File: config.mk
export PLATFORM = sky130hd
export DESIGN_NAME = pwm_period_duty_capture
export DESIGN_NICKNAME = d
export VERILOG_FILES = /design/src/hw/rtl/pdc_pkg.sv /design/src/hw/rtl/pdc_div.sv /design/src/hw/rtl/pdc_window.sv /design/src/hw/rtl/pwm_period_duty_capture.sv
export SDC_FILE = /design/constraint.sdc
export NUM_CORES = 1
export LEC_CHECK = 0
export ABC_AREA = 0
export BUFFER_PORTS_ARGS = -buffer_cell sky130_fd_sc_hd__buf_2
export CELL_PAD_IN_SITES_DETAIL_PLACEMENT = 1
export CELL_PAD_IN_SITES_GLOBAL_PLACEMENT = 1
export CORE_MARGIN = 4
export CORE_UTILIZATION = 51
export CTS_CLUSTER_SIZE = 12
export DETAILED_ROUTE_END_ITERATION = 16
export PLACE_DENSITY_LB_ADDON = 0.1
export SETUP_SLACK_MARGIN = 0.1
export SYNTH_ARGS = -nofsm -noshare
export SYNTH_HDL_FRONTEND = slang
export SYNTH_HIERARCHICAL = 1
export SYNTH_SLANG_ARGS = --single-unit
File: constraint.sdc
create_clock -name clk -period 8 [get_ports clk]
set_clock_uncertainty 0.2 [all_clocks]
set_input_delay 0.8 -clock clk [delete_from_list [all_inputs] [get_ports clk]]
set_output_delay 0.8 -clock clk [all_outputs]
set_load 0.02 [all_outputs]
File: src/hw/rtl/pdc_pkg.sv
// Shared types and constants for the PWM period and duty capture block.
// No dependencies; every other file in hw/rtl imports this package.
package pdc_pkg;

  // Configuration register indexes.
  localparam logic CFG_TIMEOUT_MULT = 1'b0;
  localparam logic CFG_MIN_TIMEOUT  = 1'b1;

  // Register reset values.
  localparam logic [7:0]  MULT_RESET = 8'd4;
  localparam logic [31:0] MIN_RESET  = 32'h0001_0000;

  // Duty value that means 100 percent.
  localparam logic [16:0] DUTY_ONE = 17'h1_0000;

  // Number of quotient bits the divider develops when high time is below the period.
  localparam int DIV_STEPS = 16;

  // Number of multiplier bits the window unit consumes, one per cycle.
  localparam int MULT_BITS = 8;

  // Input word kinds carried in the mode bit.
  localparam logic MODE_EDGE = 1'b0;
  localparam logic MODE_TICK = 1'b1;

  // Sequencer states.
  typedef enum logic [2:0] {
    S_IDLE,
    S_DIV,
    S_WSTART,
    S_WIN,
    S_EMIT,
    S_TICK,
    S_SCAN
  } state_t;

endpackage

File: src/hw/rtl/pdc_div.sv
// Serial restoring divider for the Q16 duty value: one quotient bit per cycle.
// Depends on pdc_pkg for the duty constants.
module pdc_div import pdc_pkg::*; (
  input  logic        clk,
  input  logic        rst,
  input  logic        start,
  input  logic [31:0] dividend,
  input  logic [31:0] divisor,
  output logic        done,
  output logic [16:0] quot
);

  logic        busy;
  logic [4:0]  cnt;
  logic [31:0] rem;
  logic [31:0] dvs;
  logic [15:0] q;
  logic [32:0] rem_shift;
  logic        take;
  logic [31:0] rem_next;
  logic [15:0] q_next;

  // One restoring step: shift in a zero and subtract when the divisor fits.
  always_comb begin
    rem_shift = {rem, 1'b0};
    take      = (rem_shift >= {1'b0, dvs});
    rem_next  = take ? 32'(rem_shift - {1'b0, dvs}) : rem_shift[31:0];
    q_next    = {q[14:0], take};
  end

  // Start decides the saturated and zero cases at once; otherwise iterate.
  always_ff @(posedge clk) begin
    if (rst) begin
      busy <= 1'b0;
      done <= 1'b0;
    end else begin
      done <= 1'b0;
      if (start) begin
        dvs <= divisor;
        rem <= dividend;
        q   <= '0;
        if (divisor == 32'd0) begin
          quot <= '0;
          done <= 1'b1;
        end else if (dividend >= divisor) begin
          quot <= DUTY_ONE;
          done <= 1'b1;
        end else begin
          busy <= 1'b1;
          cnt  <= 5'(DIV_STEPS);
        end
      end else if (busy) begin
        rem <= rem_next;
        q   <= q_next;
        cnt <= cnt - 5'd1;
        if (cnt == 5'd1) begin
          busy <= 1'b0;
          done <= 1'b1;
          quot <= {1'b0, q_next};
        end
      end
    end
  end

endmodule

File: src/hw/rtl/pdc_window.sv
// Serial shift-add multiplier that forms the clamped timeout window.
// Depends on pdc_pkg for the multiplier width.
module pdc_window import pdc_pkg::*; (
  input  logic        clk,
  input  logic        rst,
  input  logic        start,
  input  logic [31:0] period,
  input  logic [7:0]  mult,
  input  logic [31:0] min_ticks,
  output logic        done,
  output logic [31:0] window
);

  logic        busy;
  logic [3:0]  cnt;
  logic [31:0] base;
  logic [7:0]  mreg;
  logic [39:0] acc;
  logic [39:0] acc_next;

  // Multiplier bits are taken most significant first.
  always_comb begin
    acc_next = {acc[38:0], 1'b0};
    if (mreg[7]) begin
      acc_next = acc_next + {8'd0, base};
    end
  end

  // Step through the multiplier, then clamp to the minimum and to 32 bits.
  always_ff @(posedge clk) begin
    if (rst) begin
      busy <= 1'b0;
      done <= 1'b0;
    end else begin
      done <= 1'b0;
      if (start) begin
        base <= (period != 32'd0) ? period : min_ticks;
        mreg <= mult;
        acc  <= '0;
        cnt  <= 4'(MULT_BITS);
        busy <= 1'b1;
      end else if (busy) begin
        acc  <= acc_next;
        mreg <= {mreg[6:0], 1'b0};
        cnt  <= cnt - 4'd1;
        if (cnt == 4'd1) begin
          busy <= 1'b0;
          done <= 1'b1;
          if (acc_next < {8'd0, min_ticks}) begin
            window <= min_ticks;
          end else if (acc_next[39:32] != 8'd0) begin
            window <= '1;
          end else begin
            window <= acc_next[31:0];
          end
        end
      end
    end
  end

endmodule

File: src/hw/rtl/pwm_period_duty_capture.sv
// Top level of the PWM period and duty capture block: channel state, sequencer
// and output register. Depends on pdc_pkg, pdc_div and pdc_window.
//
// Usage: each input word on the s_ channel is either an edge capture (mode 0)
// on channel chan or a timer overflow tick (mode 1), with the counter value in
// s_tdata. Configuration writes on the cfg_ channel set the timeout multiplier
// (index 0) and the minimum timeout window (index 1); cfg_ready is always high.
// A rising edge gives no result; the next word is taken only once the 8-step
// serial multiplier has formed the timeout window.
// A falling edge gives one result after 16 divider steps for the duty value and
// then the window. When the high time reaches the period or the period is zero
// the divider finishes at once. An overflow tick gives one result for each
// timed-out channel, and the last result of a word carries m_tlast.
// Results sit in an output register, so a new word is accepted while a result
// waits; when the receiver stalls and a second result is due, the sequencer
// holds until the register frees, and s_tready stays low meanwhile.
// Reset (rst, synchronous) clears all channel state, the overflow count and
// the registers to their defaults, and empties the output register.
module pwm_period_duty_capture import pdc_pkg::*; #(
  parameter int NUM_CHANNELS = 2,
  parameter int COUNTER_BITS = 16
) (
  input  logic        clk,
  input  logic        rst,
  // Input words.
  input  logic        s_tvalid,
  output logic        s_tready,
  input  logic [15:0] s_tdata,   // count_value[15:0]
  input  logic [1:0]  s_tuser,   // mode[0], chan[1]
  // Result words.
  output logic        m_tvalid,
  input  logic        m_tready,
  output logic [55:0] m_tdata,   // duty_q16[16:0], period_len[48:17], zero fill
  output logic [1:0]  m_tuser,   // out_chan[0], timed_out[1]
  output logic        m_tlast,
  // Configuration writes.
  input  logic        cfg_valid,
  output logic        cfg_ready,
  input  logic        cfg_index,
  input  logic [31:0] cfg_data
);

  localparam int IW = (NUM_CHANNELS > 1) ? $clog2(NUM_CHANNELS) : 1;

  state_t state;
  state_t state_next;

  // Configuration registers.
  logic [7:0]  timeout_mult;
  logic [31:0] min_timeout;

  // Channel state.
  logic [15:0] overflow_count;
  logic [31:0] rise_time    [NUM_CHANNELS];
  logic [31:0] period_store [NUM_CHANNELS];
  logic [31:0] deadline     [NUM_CHANNELS];
  logic [NUM_CHANNELS-1:0] armed;
  logic [NUM_CHANNELS-1:0] await_fall;

  // Latched word and work registers.
  logic                    ch;
  logic [COUNTER_BITS-1:0] count_reg;
  logic                    is_fall;
  logic [31:0]             ts;
  logic [16:0]             duty;
  logic [NUM_CHANNELS-1:0] mask;

  // Output register.
  logic        out_valid;
  logic        out_chan;
  logic [16:0] out_duty;
  logic [31:0] out_period;
  logic        out_timed;
  logic        out_last;

  // Sequencer strobes.
  logic accept;
  logic div_start;
  logic win_start;
  logic load_edge;
  logic load_scan;
  logic out_free;

  // Combinational helpers.
  logic                    in_mode;
  logic                    in_chan;
  logic                    chan_ok;
  logic                    sel_ch;
  logic [31:0]             ts_in;
  logic [31:0]             now;
  logic [31:0]             sel_rise;
  logic [31:0]             sel_period;
  logic                    sel_await;
  logic                    sel_armed;
  logic [NUM_CHANNELS-1:0] hit;
  logic [IW-1:0]           lo;
  logic [NUM_CHANNELS-1:0] mask_clr;

  logic        div_done;
  logic [16:0] div_quot;
  logic        win_done;
  logic [31:0] win_value;

  assign in_mode   = s_tuser[0];
  assign in_chan   = s_tuser[1];
  assign chan_ok   = (int'(in_chan) < NUM_CHANNELS);
  assign cfg_ready = 1'b1;
  assign out_free  = !out_valid || m_tready;

  // Timestamps: the overflow count extends the counter value.
  assign ts_in = 32'({overflow_count, s_tdata[COUNTER_BITS-1:0]});
  assign now   = 32'({overflow_count, count_reg});

  // Per-channel selection; the input channel is used while a word is taken.
  assign sel_ch = (state == S_IDLE) ? in_chan : ch;
  always_comb begin
    sel_rise   = '0;
    sel_period = '0;
    sel_await  = 1'b0;
    sel_armed  = 1'b0;
    for (int c = 0; c < NUM_CHANNELS; c++) begin
      if (c == int'(sel_ch)) begin
        sel_rise   = rise_time[c];
        sel_period = period_store[c];
        sel_await  = await_fall[c];
        sel_armed  = armed[c];
      end
    end
  end

  // Deadline check of every channel at an overflow tick.
  always_comb begin
    logic [31:0] diff;
    for (int c = 0; c < NUM_CHANNELS; c++) begin
      diff   = now - deadline[c];
      hit[c] = armed[c] && !diff[31];
    end
  end

  // Lowest pending timeout, and whether it is the final one.
  always_comb begin
    lo = '0;
    for (int c = NUM_CHANNELS - 1; c >= 0; c--) begin
      if (mask[c]) begin
        lo = IW'(c);
      end
    end
    mask_clr = mask;
    mask_clr[lo] = 1'b0;
  end

  pdc_div u_div (
    .clk      (clk),
    .rst      (rst),
    .start    (div_start),
    .dividend (ts_in - sel_rise),
    .divisor  (sel_period),
    .done     (div_done),
    .quot     (div_quot)
  );

  pdc_window u_window (
    .clk       (clk),
    .rst       (rst),
    .start     (win_start),
    .period    (sel_period),
    .mult      (timeout_mult),
    .min_ticks (min_timeout),
    .done      (win_done),
    .window    (win_value)
  );

  // State register.
  always_ff @(posedge clk) begin
    if (rst) begin
      state <= S_IDLE;
    end else begin
      state <= state_next;
    end
  end

  // Next state and sequencer strobes.
  always_comb begin
    state_next = state;
    s_tready   = 1'b0;
    accept     = 1'b0;
    div_start  = 1'b0;
    win_start  = 1'b0;
    load_edge  = 1'b0;
    load_scan  = 1'b0;
    case (state)
      S_IDLE: begin
        s_tready = 1'b1;
        if (s_tvalid) begin
          accept = 1'b1;
          if (in_mode == MODE_TICK) begin
            state_next = S_TICK;
          end else if (chan_ok) begin
            if (sel_await) begin
              div_start  = 1'b1;
              state_next = S_DIV;
            end else begin
              state_next = S_WSTART;
            end
          end
        end
      end
      S_DIV: begin
        if (div_done) begin
          state_next = S_WSTART;
        end
      end
      S_WSTART: begin
        win_start  = 1'b1;
        state_next = S_WIN;
      end
      S_WIN: begin
        if (win_done) begin
          state_next = is_fall ? S_EMIT : S_IDLE;
        end
      end
      S_EMIT: begin
        if (out_free) begin
          load_edge  = 1'b1;
          state_next = S_IDLE;
        end
      end
      S_TICK: begin
        state_next = S_SCAN;
      end
      S_SCAN: begin
        if (mask == '0) begin
          state_next = S_IDLE;
        end else if (out_free) begin
          load_scan = 1'b1;
          if (mask_clr == '0) begin
            state_next = S_IDLE;
          end
        end
      end
      default: begin
        state_next = S_IDLE;
      end
    endcase
  end

  // Configuration registers.
  always_ff @(posedge clk) begin
    if (rst) begin
      timeout_mult <= MULT_RESET;
      min_timeout  <= MIN_RESET;
    end else if (cfg_valid) begin
      case (cfg_index)
        CFG_TIMEOUT_MULT: timeout_mult <= cfg_data[7:0];
        CFG_MIN_TIMEOUT:  min_timeout  <= cfg_data;
        default: ;
      endcase
    end
  end

  // Channel state updates.
  always_ff @(posedge clk) begin
    if (rst) begin
      overflow_count <= '0;
      armed          <= '0;
      await_fall     <= '0;
      for (int c = 0; c < NUM_CHANNELS; c++) begin
        rise_time[c]    <= '0;
        period_store[c] <= '0;
        deadline[c]     <= '0;
      end
    end else begin
      // Take a word: tick bumps the overflow count, an edge updates its channel.
      if (accept) begin
        ch        <= in_chan;
        count_reg <= s_tdata[COUNTER_BITS-1:0];
        ts        <= ts_in;
        is_fall   <= sel_await;
        if (in_mode == MODE_TICK) begin
          overflow_count <= overflow_count + 16'd1;
        end else if (chan_ok) begin
          for (int c = 0; c < NUM_CHANNELS; c++) begin
            if (c == int'(in_chan)) begin
              if (sel_await) begin
                await_fall[c] <= 1'b0;
              end else begin
                if (sel_armed) begin
                  period_store[c] <= ts_in - sel_rise;
                end
                rise_time[c]  <= ts_in;
                armed[c]      <= 1'b1;
                await_fall[c] <= 1'b1;
              end
            end
          end
        end
      end
      if (div_done) begin
        duty <= div_quot;
      end
      // New deadline once the window is ready.
      if (win_done) begin
        for (int c = 0; c < NUM_CHANNELS; c++) begin
          if (c == int'(ch)) begin
            deadline[c] <= ts + win_value;
          end
        end
      end
      // Timed-out channels return to their idle state.
      if (state == S_TICK) begin
        mask <= hit;
        for (int c = 0; c < NUM_CHANNELS; c++) begin
          if (hit[c]) begin
            armed[c]        <= 1'b0;
            await_fall[c]   <= 1'b0;
            period_store[c] <= '0;
          end
        end
      end
      if (load_scan) begin
        mask <= mask_clr;
      end
    end
  end

  // Output register: loads a result word, empties when the receiver takes it.
  always_ff @(posedge clk) begin
    if (rst) begin
      out_valid <= 1'b0;
    end else begin
      if (load_edge) begin
        out_valid  <= 1'b1;
        out_chan   <= ch;
        out_duty   <= duty;
        out_period <= sel_period;
        out_timed  <= 1'b0;
        out_last   <= 1'b1;
      end else if (load_scan) begin
        out_valid  <= 1'b1;
        out_chan   <= lo[0];
        out_duty   <= '0;
        out_period <= '0;
        out_timed  <= 1'b1;
        out_last   <= (mask_clr == '0);
      end else if (m_tready) begin
        out_valid <= 1'b0;
      end
    end
  end

  assign m_tvalid = out_valid;
  assign m_tdata  = {7'd0, out_period, out_duty};
  assign m_tuser  = {out_timed, out_chan};
  assign m_tlast  = out_last;

endmodule

==> impl_metrics.yaml, run 1 <==
outcome:
  outcome: "complete, no violations"
clock_network:
  cts_root_buf: "clkbuf_16"
  clk_latency_ns: 0.62
  cts_resized: 0
  clock-sinks: 581
  path_clk_slew_ns: 0.06
  clockBufferDepth: 3
  cts_setup_buffers: 0
  cts_made_buffers: 68
  cts_tree: "built"
  cts_hold_buf: 0
  htreeDepth: 3
sta:
  rsz0062_at_grt: "false"
  maxSlewViolCount: 0
  finalSetupTns_ns: 0
  finalCritPeriodShare_pct: 87.4
  setup_viol: 0
  relSlewSlack_pct: 25.9
  tightest_slew_ns: 1.11
  hold_violations: 0
  layout_setup_ws_ns: 1.01
  fmax_mhz: 143
  finalCriticalPeriod_ns: 6.99
logic_synthesis:
  synth_edf_count: 513
  synthTopCellsByArea: "edfxtp_1 (47%), ha_1 (9.8%), dfxtp_1 (4.2%), a21oi_1 (3.1%), a21o_1 (3.0%)"
  netlist_instances: 2930
  yosys-top-cells-count: "edfxtp_1 (513), ha_1 (254), nand2_1 (238), inv_1 (208), a21oi_1 (200)"
  synth_ff_type: "edfxtp_1"
  ys_ff_latch: 581
  ys.warnings.count: 6
  ys_async_sr_fraction_pct: 0
  yosysSeqAreaShare_pct: 51.5
  synthDistinctLibCells: 91
  synth_top_area_share_pct: 47.3
  synth.most_common_cell: "edfxtp_1"
  synth_area_um2: 32600
  avgSynthCellArea_um2: 11.1
  synth.largest_area_cell: "edfxtp_1"
die:
  die_area_um2: 68000
  die_h_um: 261
  ios: 118
  initial_core_util_pct: 51.6
  die_x_um: 261
  num_rows: 92
  core_area_um2: 63200
setup_path:
  required_ns: 8.10
  arrival_ns: 7.09
  crit_fanout: 26
  regToRegSetupSlack_ns: 1.01
  reg2reg_depth: 19
  worstSetupPathType: "reg -> reg"
  worstSetupEndpointType: "flip-flop"
  cp-start-kind: "flip-flop"
route:
  viasPerCell: 6.00
  wl_met3_um: 6210
  drc: 0
  drtIter0Drc: 1837
  final_antenna_net_count: 0
  wl_met1_um: 42500
  routed_wl_um: 100000
  dr.pass1.iters: 6
  wire_per_inst_um: 25.4
  num_vias: 23600
  routed.top_layer: "met5"
  met2_length_um: 47900
placed_design:
  dp_cells: 3812
  port_buffers: 109
  dp_hpwl_um: 72700
  pre_cts_slack_ns: 1.23
  place_congestion: 0.905
  place_area_um2: 34000
final_layout:
  synthToLayoutAreaGrowth_pct: 10.9
  drive_gt1_share_pct: 11.9
  top_regs: "deadline: 64 flops, period_store: 64 flops, rise_time: 64 flops"
  postLayoutCellArea_um2: 36100
  nNetsFinal: 3350
  fin_cells: 3937
  n_fill_cell: 6623
power:
  vdd_drop_max_uv: 183
  power_uw: 10900
  p_leak_uw: 0.0145
  power_density_nw_per_um2: 301
grt:
  grt_max_degree: 71
  grt_pass1_wl_um: 151000
  grtUsageTotal_pct: 29.3
  antenna_found_initial: 4
  grt_pass1_vias: 24800
  grt-ovfl-total: 0
run:
  cap_violations: 0
worst_hold_path:
  hold_class: "in -> reg"
  whs_path_depth: 3
-- report_power, final --
part | internal [uW] | total (uW) | switching [uW]
logic | 1450 | 3960 | 2500
registers | 3710 | 3890 | 178
clock network | 1710 | 3020 | 1310
total | 6880 | 10900 | 3990
-- metal layers --
metal	GRT usage [%]	up-vias
met3	6.22	197
met1	38.0	11900
met5	0	-
met2	49.0	689
met4	9.80	2
li1	-	10900
-- through the flow --
step / hold WS [ns] / util (%)
after floorplan: 0.200 / -
final: 0.212 / 57.2
after detailed placement: 0.206 / 53.8
after global routing: 0.208 / 57.2
after CTS: 0.186 / 57.2
after global placement: 0.203 / 53.8
-- worst paths after layout --
check	from	end
worst max-delay path	state[0]	u_div/cnt[2]
worst min register to register	u_div/quot[1]	duty[1]
worst max register to register	state[0]	u_div/cnt[2]
worst min-delay path	cfg_data[21]	min_timeout[21]
-- cell usage in the layout, fill, tap and decap left out, types with 43 or more instances in the layout --
cell	instances
o21ai_0	91
mux2_2	82
nand4_1	47
clkbuf_16	69
nand2_1	238
nand3_1	47
inv_1	208
buf_2	108
dfxtp_1	68
edfxtp_1	513
xnor2_1	67
a21oi_1	198
and2_1	150
a21o_1	129
nor2b_1	43
mux2i_1	69
nor3_1	44
xor2_1	64
nor2_1	174
ha_1	254
-- cell families (layout without fill, tap and decap cells) --
| family | count (synthesis) | in the layout | synth area share [%] |
|---|---|---|---|
| DFF | 581 | 581 | 51.5 |
| adders and majority gates | 258 | 258 | 10.0 |
| muxes | 153 | 153 | 5.02 |
| other | 2 | 11 | 0.0230 |
| buffers and inverters | 318 | 470 | 4.01 |
| AOI/OAI and AO/OA | 616 | 616 | 12.5 |
| xor gates and xnor gates | 131 | 131 | 3.52 |
| and+or+nand+nor | 871 | 871 | 13.5 |
-- cell type report --
type / count / area [um^2] / area share [%]
clock buffers: 97 / 1870 / 5.18
well taps: 846 / 1060 / 2.93
diodes: 3 / 7.51 / 0.0208
inverters: 211 / 792 / 2.19
clock inverters: 25 / 244 / 0.675
repair buffers: 137 / 758 / 2.10
flip-flops and latches: 581 / 16800 / 46.4
multi-input cells: 2037 / 14600 / 40.5
-- critical path, cell delays in order (launching register included) --
cell	delay, ns
dfxtp_1	0.46
nor3_4	0.33
mux2i_4	0.72
buf_4	0.51
mux2i_1	0.17
ha_1	0.39
inv_1	0.08
o31ai_1	0.46
a2111oi_0	0.15
a22oi_1	0.42
nand3_1	0.15
a211oi_1	0.30
xor2_1	0.29
ha_1	0.29
and4_1	0.22
and3_1	0.15
a32oi_1	0.28
a21oi_1	0.15
o21ai_0	0.56
and2_1	0.36
Note: power is estimated with default switching activity, not from simulation.
==> run 2: changes to the inputs <==
- CORE_UTILIZATION: 51 -> 34
==> run 2 against run 1 <==
Compared with the run above: register-to-register slack better by 0.11 ns; total power is 5.3% higher; sequential power about the same; critical path type unchanged; largest power group unchanged.
==> impl_metrics.yaml, run 2 (synthesis results as in run 1) <==
route:
  dr.pass1.iters: 4
  wire_per_inst_um: 24.4
  routed_wl_um: 107000
  drc: 0
  final_antenna_net_count: 0
  num_vias: 23200
  viasPerCell: 5.30
  drtIter0Drc: 1208
placed_design:
  place_area_um2: 34700
  place_congestion: 0.876
  port_buffers: 109
  dp_hpwl_um: 78300
  pre_cts_slack_ns: 1.19
sta:
  maxSlewViolCount: 0
  tightest_slew_ns: 1.21
  hold_violations: 0
  finalCriticalPeriod_ns: 6.88
  relSlewSlack_pct: 18.9
  fmax_mhz: 145
  finalCritPeriodShare_pct: 86.0
  finalSetupTns_ns: 0
  rsz0062_at_grt: "false"
  layout_setup_ws_ns: 1.12
  setup_viol: 0
clock_network:
  clockBufferDepth: 3
  cts_resized: 0
  clock-sinks: 581
  cts_hold_buf: 0
  cts_root_buf: "clkbuf_16"
  clk_latency_ns: 0.64
  cts_made_buffers: 72
  cts_setup_buffers: 0
  htreeDepth: 3
  path_clk_slew_ns: 0.06
  cts_tree: "built"
run:
  cap_violations: 0
grt:
  grtUsageTotal_pct: 20.9
  grt-ovfl-total: 0
  antenna_found_initial: 9
  grt_pass1_vias: 24700
  grt_pass1_wl_um: 161000
  grt_max_degree: 70
setup_path:
  max_stage_delay_ns: 0.50
  required_ns: 8.12
  cp_common_cell: "a21oi_1"
  cpMaxStageDelayCell: "dfxtp_1"
  arrival_ns: 7.00
  worstSetupPathType: "reg -> reg"
  crit_chain: "nor3_4 > mux2i_4 > buf_4 > mux2i_1 > ha_1 > and3_1 > and3_1 > a211o_1 > o21ai_1 > nor2b_1 > o21bai_1 > a21oi_1 > xnor2_1 > ha_1 > a21oi_1 > nor2b_1 > o21ai_0 > a211o_1 > o211ai_1 > a32oi_1 > a21oi_1 > o21ai_0 > a21boi_1 > buf_4"
  cp-start-kind: "flip-flop"
  worstSetupEndpointType: "flip-flop"
  crit_fanout: 27
die:
  initial_core_util_pct: 34.3
  core_area_um2: 95000
  num_rows: 113
  die_h_um: 318
  die_x_um: 318
  ios: 118
  die_area_um2: 101000
final_layout:
  layout_commonest_cell: "edfxtp_1"
  synthToLayoutAreaGrowth_pct: 14.2
  postLayoutCellArea_um2: 37200
  nNetsFinal: 3370
  drive_gt1_share_pct: 13.0
  top_regs: "deadline: 64 flops, period_store: 64 flops, rise_time: 64 flops"
  layout_common_cells: "edfxtp_1 (513), ha_1 (254), nand2_1 (238)"
power:
  vdd_drop_max_uv: 152
  power_density_nw_per_um2: 307
  power_frac_seq_pct: 34.0
  switching_power_uw: 4090
  combPwrFrac_pct: 35.0
  clockPowerShare_pct: 31.0
  netSwitchingFraction_pct: 35.8
  intPower_uw: 7350
  p_leak_uw: 0.0148
worst_hold_path:
  hold_class: "in -> reg"
outcome:
  outcome: "complete, no violations"
## run 2: cell types whose count changed in the layout (fill, tap and decap cells not counted), sizes merged
cell | previous run | this run
clkbuf | 97 | 95
clkinvlp | 1 | 0
bufinv | 2 | 12
buf | 137 | 153
diode | 3 | 4
clkinv | 17 | 22
## run 2: routing by layer
metal  up-vias  track usage (%)  routed length, um
met2       400             35.1              50700
met3       143             2.93               4110
li1      10900                -                  -
met4         2             5.63               2570
met5         -                0                 16
met1     11800             28.3              49500
## run 2: metrics by stage
| stage | hold WS [ns] | total power, uW | util (%) | std cells |
|---|---|---|---|---|
| floorplan | 0.200 | 6540 | - | 2936 |
| global placement | 0.202 | 7870 | 36.5 | 4247 |
| detailed placement | 0.206 | 7960 | 36.5 | 4247 |
| CTS | 0.152 | 11600 | 39.2 | 4381 |
| global route | 0.198 | 12100 | 39.2 | 4381 |
| finish | 0.202 | 11400 | 39.2 | 4385 |
## run 2: final timing paths
path,slack (ns),endpoint,from,cells after the start
setup / recovery,1.12,u_div/quot[9],state[1],24
hold / removal,0.20,timeout_mult[2],cfg_data[2],3
hold reg to reg,0.22,duty[2],u_div/quot[2],0
setup reg to reg,1.12,u_div/quot[9],state[1],24
## run 2: layout make-up
class	instances	area (um^2)
multi-input combinational	2037	14600
clock inverter	39	569
timing repair buffer	153	878
clock buffer	95	1980
tap	1265	1580
antenna	4	10.0
fill	10400	57800
inverter	211	792
sequential	581	16800
## run 2: power groups by stage
stage                     Combinational, uW  Sequential [uW]  Clock, uW
after floorplan                        2610             3930          0
after global placement                 3930             3940          0
after detailed placement               4020             3950          0
after CTS                              4040             3890       3650
after global routing                   4400             3920       3760
final                                  4010             3890       3540
## run 2: worst max-delay path: cells and delay by family, from the launching register on
family | cells | cell delay, ns
adders and majority gates | 2 | 0.66
AOI/OAI and AO/OA | 12 | 2.45
buffers and inverters | 2 | 0.74
and+or+nand+nor | 5 | 1.22
xor gates and xnor gates | 1 | 0.12
DFF | 1 | 0.50
muxes | 2 | 0.65
